## config.mk

```make
export PLATFORM = sky130hd
export DESIGN_NAME = prefix_instruction_encoder_core
export DESIGN_NICKNAME = d
export VERILOG_FILES = /design/src/hw/rtl/pie_pkg.sv /design/src/hw/rtl/pie_front.sv /design/src/hw/rtl/pie_queue.sv /design/src/hw/rtl/pie_back.sv /design/src/hw/rtl/prefix_instruction_encoder_core.sv
export SDC_FILE = /design/constraint.sdc
export NUM_CORES = 1
export LEC_CHECK = 0
export ABC_AREA = 1
export BUFFER_PORTS_ARGS = -buffer_cell sky130_fd_sc_hd__clkbuf_2
export CAP_MARGIN = 20
export CORE_MARGIN = 2
export CORE_UTILIZATION = 45
export CTS_CLUSTER_DIAMETER = 50
export DETAILED_ROUTE_END_ITERATION = 10
export PLACE_DENSITY = 0.74
export SYNTH_ARGS = -nofsm -noshare
export SYNTH_HDL_FRONTEND = slang
export SYNTH_SLANG_ARGS = --single-unit
```

## constraint.sdc

```tcl
create_clock -name clk -period 11.7 [get_ports clk]
set_input_delay 2.34 -clock clk [delete_from_list [all_inputs] [get_ports clk]]
set_output_delay 2.34 -clock clk [all_outputs]
set_load 0.05 [all_outputs]
```

## src/hw/rtl/pie_pkg.sv

```systemverilog
// Package for the prefix instruction encoder: payload structs, the queued job
// record, register indexes and reset values. No dependencies.
package pie_pkg;

    // Fixed field widths
    localparam int FUNC_W        = 8;
    localparam int OPERAND_BITS  = 32;
    localparam int SLOT_W        = 5;
    localparam int BYTE_W        = 8;
    localparam int WORD_MAX_BITS = 64;
    localparam int JOB_LEN_W     = 5;
    localparam int CFG_INDEX_W   = 1;
    localparam int QUEUE_DEPTH   = 2;

    // Register indexes
    localparam logic [CFG_INDEX_W-1:0] CFG_PREFIX     = 1'd0;
    localparam logic [CFG_INDEX_W-1:0] CFG_NEG_PREFIX = 1'd1;

    // Register reset values
    localparam logic [BYTE_W-1:0] PREFIX_RESET     = 8'h20;
    localparam logic [BYTE_W-1:0] NEG_PREFIX_RESET = 8'h60;

    // One instruction to encode
    typedef struct packed {
        logic [FUNC_W-1:0]              function_code;
        logic signed [OPERAND_BITS-1:0] operand;
        logic [SLOT_W-1:0]              slot_bytes;
    } cmd_t;

    // One emitted byte or the error marker
    typedef struct packed {
        logic [BYTE_W-1:0] code_byte;
        logic              final_byte;
        logic              overflow_error;
    } result_t;

    // Classified job handed from front to back. word holds the target word,
    // complemented when negative, zero-extended.
    typedef struct packed {
        logic [FUNC_W-1:0]        function_code;
        logic [WORD_MAX_BITS-1:0] word;
        logic                     negative;
        logic [JOB_LEN_W-1:0]     length;
        logic [SLOT_W-1:0]        slot;
        logic                     overflow;
    } job_t;

endpackage

```

## src/hw/rtl/pie_front.sv

```systemverilog
// Front end: classifies one instruction into a job (sign, encoded length,
// fit check). Depends on pie_pkg.
module pie_front #(
    parameter int WORD_BITS = 32,
    parameter int MAX_SLOT  = 16
) (
    input  pie_pkg::cmd_t cmd,
    output pie_pkg::job_t job
);

    localparam int NIB = (WORD_BITS + 3) / 4;

    logic [pie_pkg::WORD_MAX_BITS-1:0] op_sx;
    logic [WORD_BITS-1:0]              word;
    logic                              negative;
    logic [WORD_BITS-1:0]              mag;
    logic [NIB*4-1:0]                  mag_ext;
    logic [pie_pkg::JOB_LEN_W-1:0]     top;
    logic [pie_pkg::JOB_LEN_W-1:0]     length;
    logic                              overflow;

    // Target word: sign-extend, then keep WORD_BITS bits
    assign op_sx    = {{(pie_pkg::WORD_MAX_BITS - pie_pkg::OPERAND_BITS){cmd.operand[31]}},
                       cmd.operand};
    assign word     = op_sx[WORD_BITS-1:0];
    assign negative = word[WORD_BITS-1];
    assign mag      = negative ? ~word : word;
    assign mag_ext  = (NIB*4)'(mag);

    // Highest nonzero nibble of the (complemented) word
    always_comb
    begin
        top = '0;
        for (int i = 0; i < NIB; i++)
        begin
            if (mag_ext[4*i +: 4] != 4'd0)
            begin
                top = pie_pkg::JOB_LEN_W'(i);
            end
        end
    end

    // A negative word always takes at least the final byte and one negative prefix
    assign length = (negative && top == '0) ? pie_pkg::JOB_LEN_W'(2) : top + 1'b1;

    assign overflow = (cmd.slot_bytes == '0) || (int'(cmd.slot_bytes) > MAX_SLOT) ||
                      (int'(length) > int'(cmd.slot_bytes));

    assign job.function_code = cmd.function_code;
    assign job.word          = pie_pkg::WORD_MAX_BITS'(mag_ext);
    assign job.negative      = negative;
    assign job.length        = length;
    assign job.slot          = cmd.slot_bytes;
    assign job.overflow      = overflow;

endmodule

```

## src/hw/rtl/pie_queue.sv

```systemverilog
// Short job queue between front and back, so each side stalls on its own.
// Depends on pie_pkg.
module pie_queue (
    input  logic          clk,
    input  logic          rst_n,
    input  logic          wr_en,
    input  pie_pkg::job_t wr_data,
    output logic          full,
    input  logic          rd_en,
    output pie_pkg::job_t rd_data,
    output logic          empty
);

    localparam int DEPTH = pie_pkg::QUEUE_DEPTH;
    localparam int PTR_W = (DEPTH > 1) ? $clog2(DEPTH) : 1;
    localparam int CNT_W = $clog2(DEPTH + 1);

    pie_pkg::job_t    entry_reg [DEPTH];
    logic [PTR_W-1:0] wr_ptr_reg, wr_ptr_next;
    logic [PTR_W-1:0] rd_ptr_reg, rd_ptr_next;
    logic [CNT_W-1:0] count_reg, count_next;
    logic             do_wr;
    logic             do_rd;

    assign full    = (count_reg == CNT_W'(DEPTH));
    assign empty   = (count_reg == '0);
    assign do_wr   = wr_en && !full;
    assign do_rd   = rd_en && !empty;
    assign rd_data = entry_reg[rd_ptr_reg];

    // Pointer and fill count update
    always_comb
    begin
        wr_ptr_next = wr_ptr_reg;
        rd_ptr_next = rd_ptr_reg;
        count_next  = count_reg;
        if (do_wr)
        begin
            wr_ptr_next = (wr_ptr_reg == PTR_W'(DEPTH - 1)) ? '0 : wr_ptr_reg + 1'b1;
        end
        if (do_rd)
        begin
            rd_ptr_next = (rd_ptr_reg == PTR_W'(DEPTH - 1)) ? '0 : rd_ptr_reg + 1'b1;
        end
        if (do_wr && !do_rd)
        begin
            count_next = count_reg + 1'b1;
        end
        else if (do_rd && !do_wr)
        begin
            count_next = count_reg - 1'b1;
        end
    end

    always_ff @(posedge clk or negedge rst_n)
    begin
        if (!rst_n)
        begin
            wr_ptr_reg <= '0;
            rd_ptr_reg <= '0;
            count_reg  <= '0;
        end
        else
        begin
            wr_ptr_reg <= wr_ptr_next;
            rd_ptr_reg <= rd_ptr_next;
            count_reg  <= count_next;
        end
    end

    // Entry storage, no reset
    always_ff @(posedge clk)
    begin
        if (do_wr)
        begin
            entry_reg[wr_ptr_reg] <= wr_data;
        end
    end

    // Fill count never passes the depth
    assert property (@(posedge clk) disable iff (!rst_n) count_reg <= CNT_W'(DEPTH))
        else $error("queue count above depth");

    // A write without a read grows the count by one
    assert property (@(posedge clk) disable iff (!rst_n)
        (do_wr && !do_rd) |=> count_reg == $past(count_reg) + 1'b1)
        else $error("queue count did not grow on write");

endmodule

```

## src/hw/rtl/pie_back.sv

```systemverilog
// Back end: walks one job a byte per cycle while the result slot is free or being
// popped, from the first memory byte to the last, into a result register. Depends on pie_pkg.
module pie_back #(
    parameter int WORD_BITS = 32
) (
    input  logic                         clk,
    input  logic                         rst_n,
    input  pie_pkg::job_t                job,
    input  logic                         job_valid,
    output logic                         job_done,
    input  logic [pie_pkg::BYTE_W-1:0]   prefix_code,
    input  logic [pie_pkg::BYTE_W-1:0]   negative_prefix_code,
    output pie_pkg::result_t             result,
    output logic                         empty,
    input  logic                         pop
);

    localparam int NIB = (WORD_BITS + 3) / 4;

    logic [pie_pkg::SLOT_W-1:0] k_reg, k_next;
    logic                       out_valid_reg, out_valid_next;
    pie_pkg::result_t           result_reg, result_next;
    logic                       advance;
    logic [pie_pkg::SLOT_W-1:0] idx;
    logic [3:0]                 nib;
    logic [3:0]                 word_nib;

    // Step when a job waits and the result slot is free or being drained
    assign advance = job_valid && (!out_valid_reg || pop);
    assign idx     = job.slot - 1'b1 - k_reg;

    // Nibble at the current byte position
    always_comb
    begin
        nib = 4'd0;
        for (int i = 0; i < NIB; i++)
        begin
            if (idx == pie_pkg::SLOT_W'(i))
            begin
                nib = job.word[4*i +: 4];
            end
        end
    end

    // Undo the complement for the plain nibbles of a negative word
    assign word_nib = nib ^ {4{job.negative}};

    // Byte selection and sequencing
    always_comb
    begin
        result_next    = result_reg;
        out_valid_next = out_valid_reg;
        k_next         = k_reg;
        job_done       = 1'b0;
        if (advance)
        begin
            out_valid_next = 1'b1;
            if (job.overflow)
            begin
                result_next.code_byte      = '0;
                result_next.final_byte     = 1'b0;
                result_next.overflow_error = 1'b1;
                job_done                   = 1'b1;
            end
            else
            begin
                result_next.overflow_error = 1'b0;
                result_next.final_byte     = (idx == '0);
                if (int'(idx) >= int'(job.length))
                begin
                    // padding ahead of the encoding
                    result_next.code_byte = prefix_code;
                end
                else if (idx == '0)
                begin
                    result_next.code_byte = job.function_code | {4'd0, word_nib};
                end
                else if (job.negative && int'(idx) == int'(job.length) - 1)
                begin
                    result_next.code_byte = negative_prefix_code | {4'd0, nib};
                end
                else
                begin
                    result_next.code_byte = prefix_code | {4'd0, word_nib};
                end
                job_done = (idx == '0);
            end
            k_next = job_done ? '0 : k_reg + 1'b1;
        end
        else if (pop)
        begin
            out_valid_next = 1'b0;
        end
    end

    always_ff @(posedge clk or negedge rst_n)
    begin
        if (!rst_n)
        begin
            k_reg         <= '0;
            out_valid_reg <= 1'b0;
        end
        else
        begin
            k_reg         <= k_next;
            out_valid_reg <= out_valid_next;
        end
    end

    // Result payload, no reset
    always_ff @(posedge clk)
    begin
        result_reg <= result_next;
    end

    assign result = result_reg;
    assign empty  = !out_valid_reg;

    // Byte counter stays inside the slot of a fitting job
    assert property (@(posedge clk) disable iff (!rst_n)
        (job_valid && !job.overflow) |-> k_reg < job.slot)
        else $error("byte counter ran past the slot");

    // Finishing a job rewinds the counter
    assert property (@(posedge clk) disable iff (!rst_n) job_done |=> k_reg == '0)
        else $error("byte counter not cleared after job");

    // An error result carries no byte and no end mark
    assert property (@(posedge clk) disable iff (!rst_n)
        (out_valid_reg && result_reg.overflow_error) |->
        (!result_reg.final_byte && result_reg.code_byte == '0))
        else $error("error result carries byte data");

endmodule

```

## src/hw/rtl/prefix_instruction_encoder_core.sv

```systemverilog
// Prefix instruction encoder, top level: configuration registers, front end,
// job queue and back end. Depends on pie_pkg, pie_front, pie_queue, pie_back.
//
// Usage:
//   cmd channel: drive cmd and push; a transfer happens on a clock edge with
//   push high and full low. Each command names a function code, a signed
//   operand and a slot size in bytes.
//   result channel: while empty is low, result holds the oldest byte; pop
//   takes it. A fitting command yields slot_bytes results, first memory byte
//   first, final_byte set on the last. A command that does not fit, or has a
//   zero or oversized slot, yields one result with overflow_error set.
//   cfg port: cfg_we writes cfg_data to the register at cfg_index
//   (0 prefix code, 1 negative prefix code) on the same edge. Write only
//   while the block is idle.
// Timing: the first result of a command passes through the job queue and then
//   the result register. The back end sequencer emits one byte per cycle while
//   the result slot is free or popped; a 2-entry job queue lets new commands be
//   taken while earlier ones are still being emitted.
// Reset: registers return to 0x20 and 0x60, queue and result slot empty.
// Stall: with pop low the result holds and the sequencer pauses; push keeps
//   being taken until the job queue fills.
module prefix_instruction_encoder_core #(
    parameter int WORD_BITS = 32,
    parameter int MAX_SLOT  = 16
) (
    input  logic                            clk,
    input  logic                            rst_n,
    input  pie_pkg::cmd_t                   cmd,
    input  logic                            push,
    output logic                            full,
    output pie_pkg::result_t                result,
    output logic                            empty,
    input  logic                            pop,
    input  logic                            cfg_we,
    input  logic [pie_pkg::CFG_INDEX_W-1:0] cfg_index,
    input  logic [pie_pkg::BYTE_W-1:0]      cfg_data
);

    logic [pie_pkg::BYTE_W-1:0] prefix_code_reg, prefix_code_next;
    logic [pie_pkg::BYTE_W-1:0] neg_prefix_reg, neg_prefix_next;
    pie_pkg::job_t              front_job;
    pie_pkg::job_t              head_job;
    logic                       queue_empty;
    logic                       job_done;

    // Configuration register writes
    always_comb
    begin
        prefix_code_next = prefix_code_reg;
        neg_prefix_next  = neg_prefix_reg;
        if (cfg_we)
        begin
            unique case (cfg_index)
                pie_pkg::CFG_PREFIX:     prefix_code_next = cfg_data;
                pie_pkg::CFG_NEG_PREFIX: neg_prefix_next  = cfg_data;
                default: ;
            endcase
        end
    end

    always_ff @(posedge clk or negedge rst_n)
    begin
        if (!rst_n)
        begin
            prefix_code_reg <= pie_pkg::PREFIX_RESET;
            neg_prefix_reg  <= pie_pkg::NEG_PREFIX_RESET;
        end
        else
        begin
            prefix_code_reg <= prefix_code_next;
            neg_prefix_reg  <= neg_prefix_next;
        end
    end

    // Classify incoming commands
    pie_front #(
        .WORD_BITS (WORD_BITS),
        .MAX_SLOT  (MAX_SLOT)
    ) u_front (
        .cmd (cmd),
        .job (front_job)
    );

    // Jobs waiting for the back end
    pie_queue u_queue (
        .clk     (clk),
        .rst_n   (rst_n),
        .wr_en   (push),
        .wr_data (front_job),
        .full    (full),
        .rd_en   (job_done),
        .rd_data (head_job),
        .empty   (queue_empty)
    );

    // Emit bytes
    pie_back #(
        .WORD_BITS (WORD_BITS)
    ) u_back (
        .clk                  (clk),
        .rst_n                (rst_n),
        .job                  (head_job),
        .job_valid            (!queue_empty),
        .job_done             (job_done),
        .prefix_code          (prefix_code_reg),
        .negative_prefix_code (neg_prefix_reg),
        .result               (result),
        .empty                (empty),
        .pop                  (pop)
    );

endmodule

```

# Word level (Yosys, flattened, before mapping)
# Memory sizes are Yosys's and may differ from the RTL's.
# Cells that the tools add are included.
# classes
n_addsub,9
magnitude_cmp,3
eq_ne,9
n_mul,0
n_mux,33
div,0
bitwise_logic,6
n_shift,0
reduce_logical,30
# ops
operator,count
$eq A6 B32 Y1,1
$mux W32,1
$mux W4,8
$not A32 Y32,1
$reduce_bool A4 Y1,7
$mux W8,3
$or A8 B4 Y8,3
$eq A5 B3 Y1 const B,4
$logic_not A5 Y1,3
$mux W3,4
$mux W1,11
$eq A5 B2 Y1 const B,2
$mux W5,2
$mux W2,4
$logic_and A1 B1 Y1,7
$sub A5 B1 Y6 const B,1
$add A5 B1 Y5 const B,1
$eq A5 B1 Y1 const B,1
$ge A5 B5 Y1,1
$gt A5 B5 Y1,1
$gt A5 B5 Y1 const B,1
$logic_not A1 Y1,5
$sub A5 B1 Y5 const B,1
$sub A5 B5 Y5,1
11 further kinds,16
# totals
memories,1
mem_bits_ro,0
latch_bits,0
in_bits,59
ramBits,104
out_inout_bits,12
reg_bits,36
# memory_table
name,depth,width,read_ports,rd_clocked_by_memory_dff,wr,line_no,rtl
u_queue.entry_reg,2,52,1,0,1,pie_queue.sv:18,pie_pkg::job_t entry_reg [DEPTH];

# Longest topological paths before layout
# An unclocked memory read counts as a cell.
# depth
word_depth,17
mapped_depth,31
depth_no_buf,26

# Cells and area by module
# Synthesis repeated with hierarchy kept, for this count alone.
# unflattened
hier_cells,1030
hier_area_um2,10084.7
# modules_own_cells
module,seq_area_each_um2,cells_each,instances,area_each_um2
pie_queue,5144.9,471,1,6363.6
pie_back,450.4,274,1,1854.3
pie_front,0.0,214,1,1208.7
prefix_instruction_encoder_core,404.1,71,1,658.1

# Worst setup path before layout
# No wires, ideal clock.
# synth_path
kind,input-to-reg
startpoint,input cmd[36] in the netlist's numbering
endpoint,memory u_queue.entry_reg[0][0] in the netlist's numbering (data pin)
n_path_buf,2
path_slack_ps,6433
arrival_time_ps,5095
required_ps,11528
stages,20
cell_sequence,clkbuf_1 buf_2 xor2_1 nor4_1 o41ai_1 a21oi_1 o21ai_0 nand2_1 inv_1 ha_1 nand3_1 inv_1 or2_2 ha_1 nand2_1 o21ai_0 o21ai_0 a21oi_1 nor2_1 a41oi_1
# synth_rtl
item,line_no,rtl
from (decl),prefix_instruction_encoder_core.sv:28,"input pie_pkg::cmd_t cmd,"
to (decl),pie_queue.sv:18,

==> results.md <==
* Min Clock Period, post-route at 5.891 ns
* Total CTS buffers at 17
* Max transition margin at 0.3126
* Worst EP required at 11.94 ns
* Static Leak at 3.469 nW
* Max-cap violation count at 0
* Worst r2r src: u_queue.rd_ptr_reg$_DFFE_PN0P_
* Congestion Overflow GR at 0
* Clock Tree Buf Depth at 2
* RSZ-0062 raised after global routing: no
* DIE AREA at 16000 um^2
* Dominant synthesized flop cell: edfxtp_1
* Core Region at 14590 um^2
* Reg2reg end: u_queue.count_reg[1]$_DFFE_PN0P_
* Synth top area cells: edfxtp_1 49%, nand2_1 12%, dfrtp_1 8.5%
* CP startpoint: cmd[36]
* Sink Count at 136
* Synthesized area per cell at 9.815 um^2
* ANT nets after route at 0
* Max incr delay on CP at 0.76 ns
* # diodes at 0
* Fmax at 169.7 MHz
* Kind of critical path: input pin to register
* Most frequent cells in the layout: 210 x nand2_1, 110 x edfxtp_1, 70 x clkbuf_2, 64 x inv_1, 49 x nand3_1
* Initial antenna violation count at 0
* Drt pass-1 iters at 5
* P per Cell Area at 291.4 nW/um^2
* R2R Setup Slk at 6.97 ns
* CP Cell Sequence: clkbuf_2 > xor2_1 > nor4_1 > o41ai_1 > a21oi_1 > o21ai_0 > nand2_1 > inv_1 > ha_1 > nand3_1 > inv_1 > or2_2 > ha_1 > nand2_1 > o21ai_0 > o21ai_0 > a21oi_1 > nor2_1 > a41oi_1
* Via density at 5.072
* Filler cell count at 1270
* Sw Share at 0.4123
* Placed standard-cell area at 7267 um^2
* Net switching power at 0.9517 mW
* Nets at 837
* Startpoint Class: input pin
* Internal power at 1.356 mW
* Number of synthesized flops with an enable pin at 110
* Die width at 126.5 um
* Total number of H-tree levels at 4
* Reg2reg path depth at 20
* Setup tns final at 0 ns
* Clock latency on the worst-skew pair at 0.42 ns
* CTS tree: done
* Die height at 126.5 um
* Outcome: finished clean
* GR Util All Layers at 0.1823
* Gpl congestion at 0.8102
* Max FFs per register at 100
* Comb power frac at 0.434
* Final hold viol count at 0
* Crit end category: register
* Top cell type's share of synthesized area at 0.4892
* Largest net degree at the start of global routing at 54
* Area leader, netlist: edfxtp_1
* Hold WS at 0.4917 ns
* Number of global-route vias before repair at 4662
* Final core utilization at 0.5430
* Syn nets at 765
* Buffers on Ports at 70
* Clock power share at 0.257
* Cells after Synth at 688
* Post-CTS Resized at 0
* Worst Path Arrival at 6.13 ns
* Num rows at 44
* CTS hold repair buffers at 0
* Register area share after synthesis at 0.5861
* Most used cell, CP: o21ai_0
* Slowest CP cell: clkbuf_2
* Share of cells above drive strength 1 at 0.1671
* Worst-margin pin slew at 1.031 ns
* Final setup vio count at 0
* YS warnings at 0
* Slew Limit Fails at 0
* Root buffer cell: clkbuf_16
* Routed WL at 13810 um
* I/O pins at 71
* Initial Utilization at 0.4629
* Crit path max fanout at 34
* Average wire per standard cell at 14.44 um
* Global-route wire length before repair at 22740 um
* Fin Clk Skew at 0.01165 ns
* Syn Std Cell Area at 6753 um^2
* Post-CTS Setup Inserts at 0
* Critical Path Sink: u_queue.entry_reg[0][0]$_DFFE_PP_
* Post-DP HPWL at 9234 um
* DRC at 0
* Initial DRC Count at 239
* Peak supply drop at 0.0001491 V
* Post-route clock period utilization at 0.5035
* Most common cell after layout, fill and taps aside: nand2_1
* Area growth from synthesis to layout at 17.31%
* Distinct cell type count after synthesis at 45
* Asr flop ratio synth at 0.1912
* Final Cell Area at 7921 um^2
* Tot Pwr at 2.308 mW
* Via count at 4849
* HP Class: register to register
* Clock Pin Slew Worst Setup and Hold Paths at 0.05 ns
* Cells on Worst Hold Path at 2
* Synthesized flop and latch total at 136
* Register share of total power at 0.309
[metal layers]
metal	routed length (um)	track usage	vias up
li1	-	-	2438
met5	0	0	-
met3	761	0.04513	29
met1	6283	0.2392	2247
met2	6384	0.2894	135
met4	379	0.07886	0
[critical path, delay by kind of cell]
kind	cells	cell delay (ns)
XOR/XNOR	1	0.21
AND/OR/NAND/NOR	6	1.19
buffers and inverters	3	0.90
adder cells (fa/ha/maj)	2	0.46
AO/OA/AOI/OAI	7	1.02
[power by group through the flow]
stage | Sequential, mW | Combinational [mW] | Clock [mW]
after floorplan | 0.780 | 0.718 | 0
after global routing | 0.725 | 1.14 | 0.621
after global placement | 0.721 | 0.980 | 0
final | 0.714 | 1.00 | 0.592
after detailed placement | 0.723 | 0.995 | 0
after CTS | 0.715 | 1.00 | 0.601
[worst min-delay path by stage]
stage | start | endpoint | slack, ns
floorplan | neg_prefix_reg[3]$_DFFE_PN0P_ | neg_prefix_reg[3]$_DFFE_PN0P_ | 0.44
global placement | neg_prefix_reg[7]$_DFFE_PN0P_ | neg_prefix_reg[7]$_DFFE_PN0P_ | 0.47
detailed placement | neg_prefix_reg[7]$_DFFE_PN0P_ | neg_prefix_reg[7]$_DFFE_PN0P_ | 0.48
CTS | neg_prefix_reg[7]$_DFFE_PN0P_ | neg_prefix_reg[7]$_DFFE_PN0P_ | 0.49
global route | prefix_code_reg[5]$_DFFE_PN1P_ | prefix_code_reg[5]$_DFFE_PN1P_ | 0.51
finish | neg_prefix_reg[7]$_DFFE_PN0P_ | neg_prefix_reg[7]$_DFFE_PN0P_ | 0.49
[synthesized netlist by cell type (3+ instances only)]
| library cell | instances |
|---|---|
| nor3_1 | 4 |
| nand4_1 | 5 |
| o21ai_1 | 3 |
| a31oi_1 | 4 |
| buf_1 | 4 |
| clkbuf_1 | 6 |
| nor4_1 | 5 |
| xor2_1 | 40 |
| nand2_2 | 5 |
| inv_1 | 64 |
| buf_6 | 3 |
| o21ai_0 | 32 |
| nand2_1 | 210 |
| dfstp_2 | 3 |
| nor2_1 | 43 |
| nand3_1 | 49 |
| o211ai_1 | 4 |
| ha_1 | 17 |
| edfxtp_1 | 110 |
| a21oi_1 | 16 |
| buf_2 | 8 |
| dfrtp_1 | 23 |
| or2_2 | 3 |
[logic make-up after synthesis]
kind of cell	share of synthesized area
mux	0.002965
fa+ha+maj	0.03446
simple gates	0.2096
compound gates	0.05707
xor+xnor	0.05448
buf+inv	0.05540
flops	0.5861
[area by class of cell]
cell class	instances	area (um^2)	share of cell area
multi-input cells	462	2436	0.3075
clock buffers	17	425.4	0.05370
flip-flops and latches	136	3958	0.4996
clock inverters	14	229.0	0.02891
repair buffers	75	387.9	0.04897
well taps	184	230.2	0.02906
inverters	68	255.2	0.03222
[per-stage QoR]
| stage | cells | setup WS, ns |
|---|---|---|
| floorplan | 688 | 6.433 |
| global placement | 925 | 5.656 |
| detailed placement | 925 | 5.510 |
| CTS | 956 | 5.880 |
| global route | 956 | 5.440 |
| finish | 956 | 5.809 |
No activity file was read; power rests on OpenSTA's default activity.
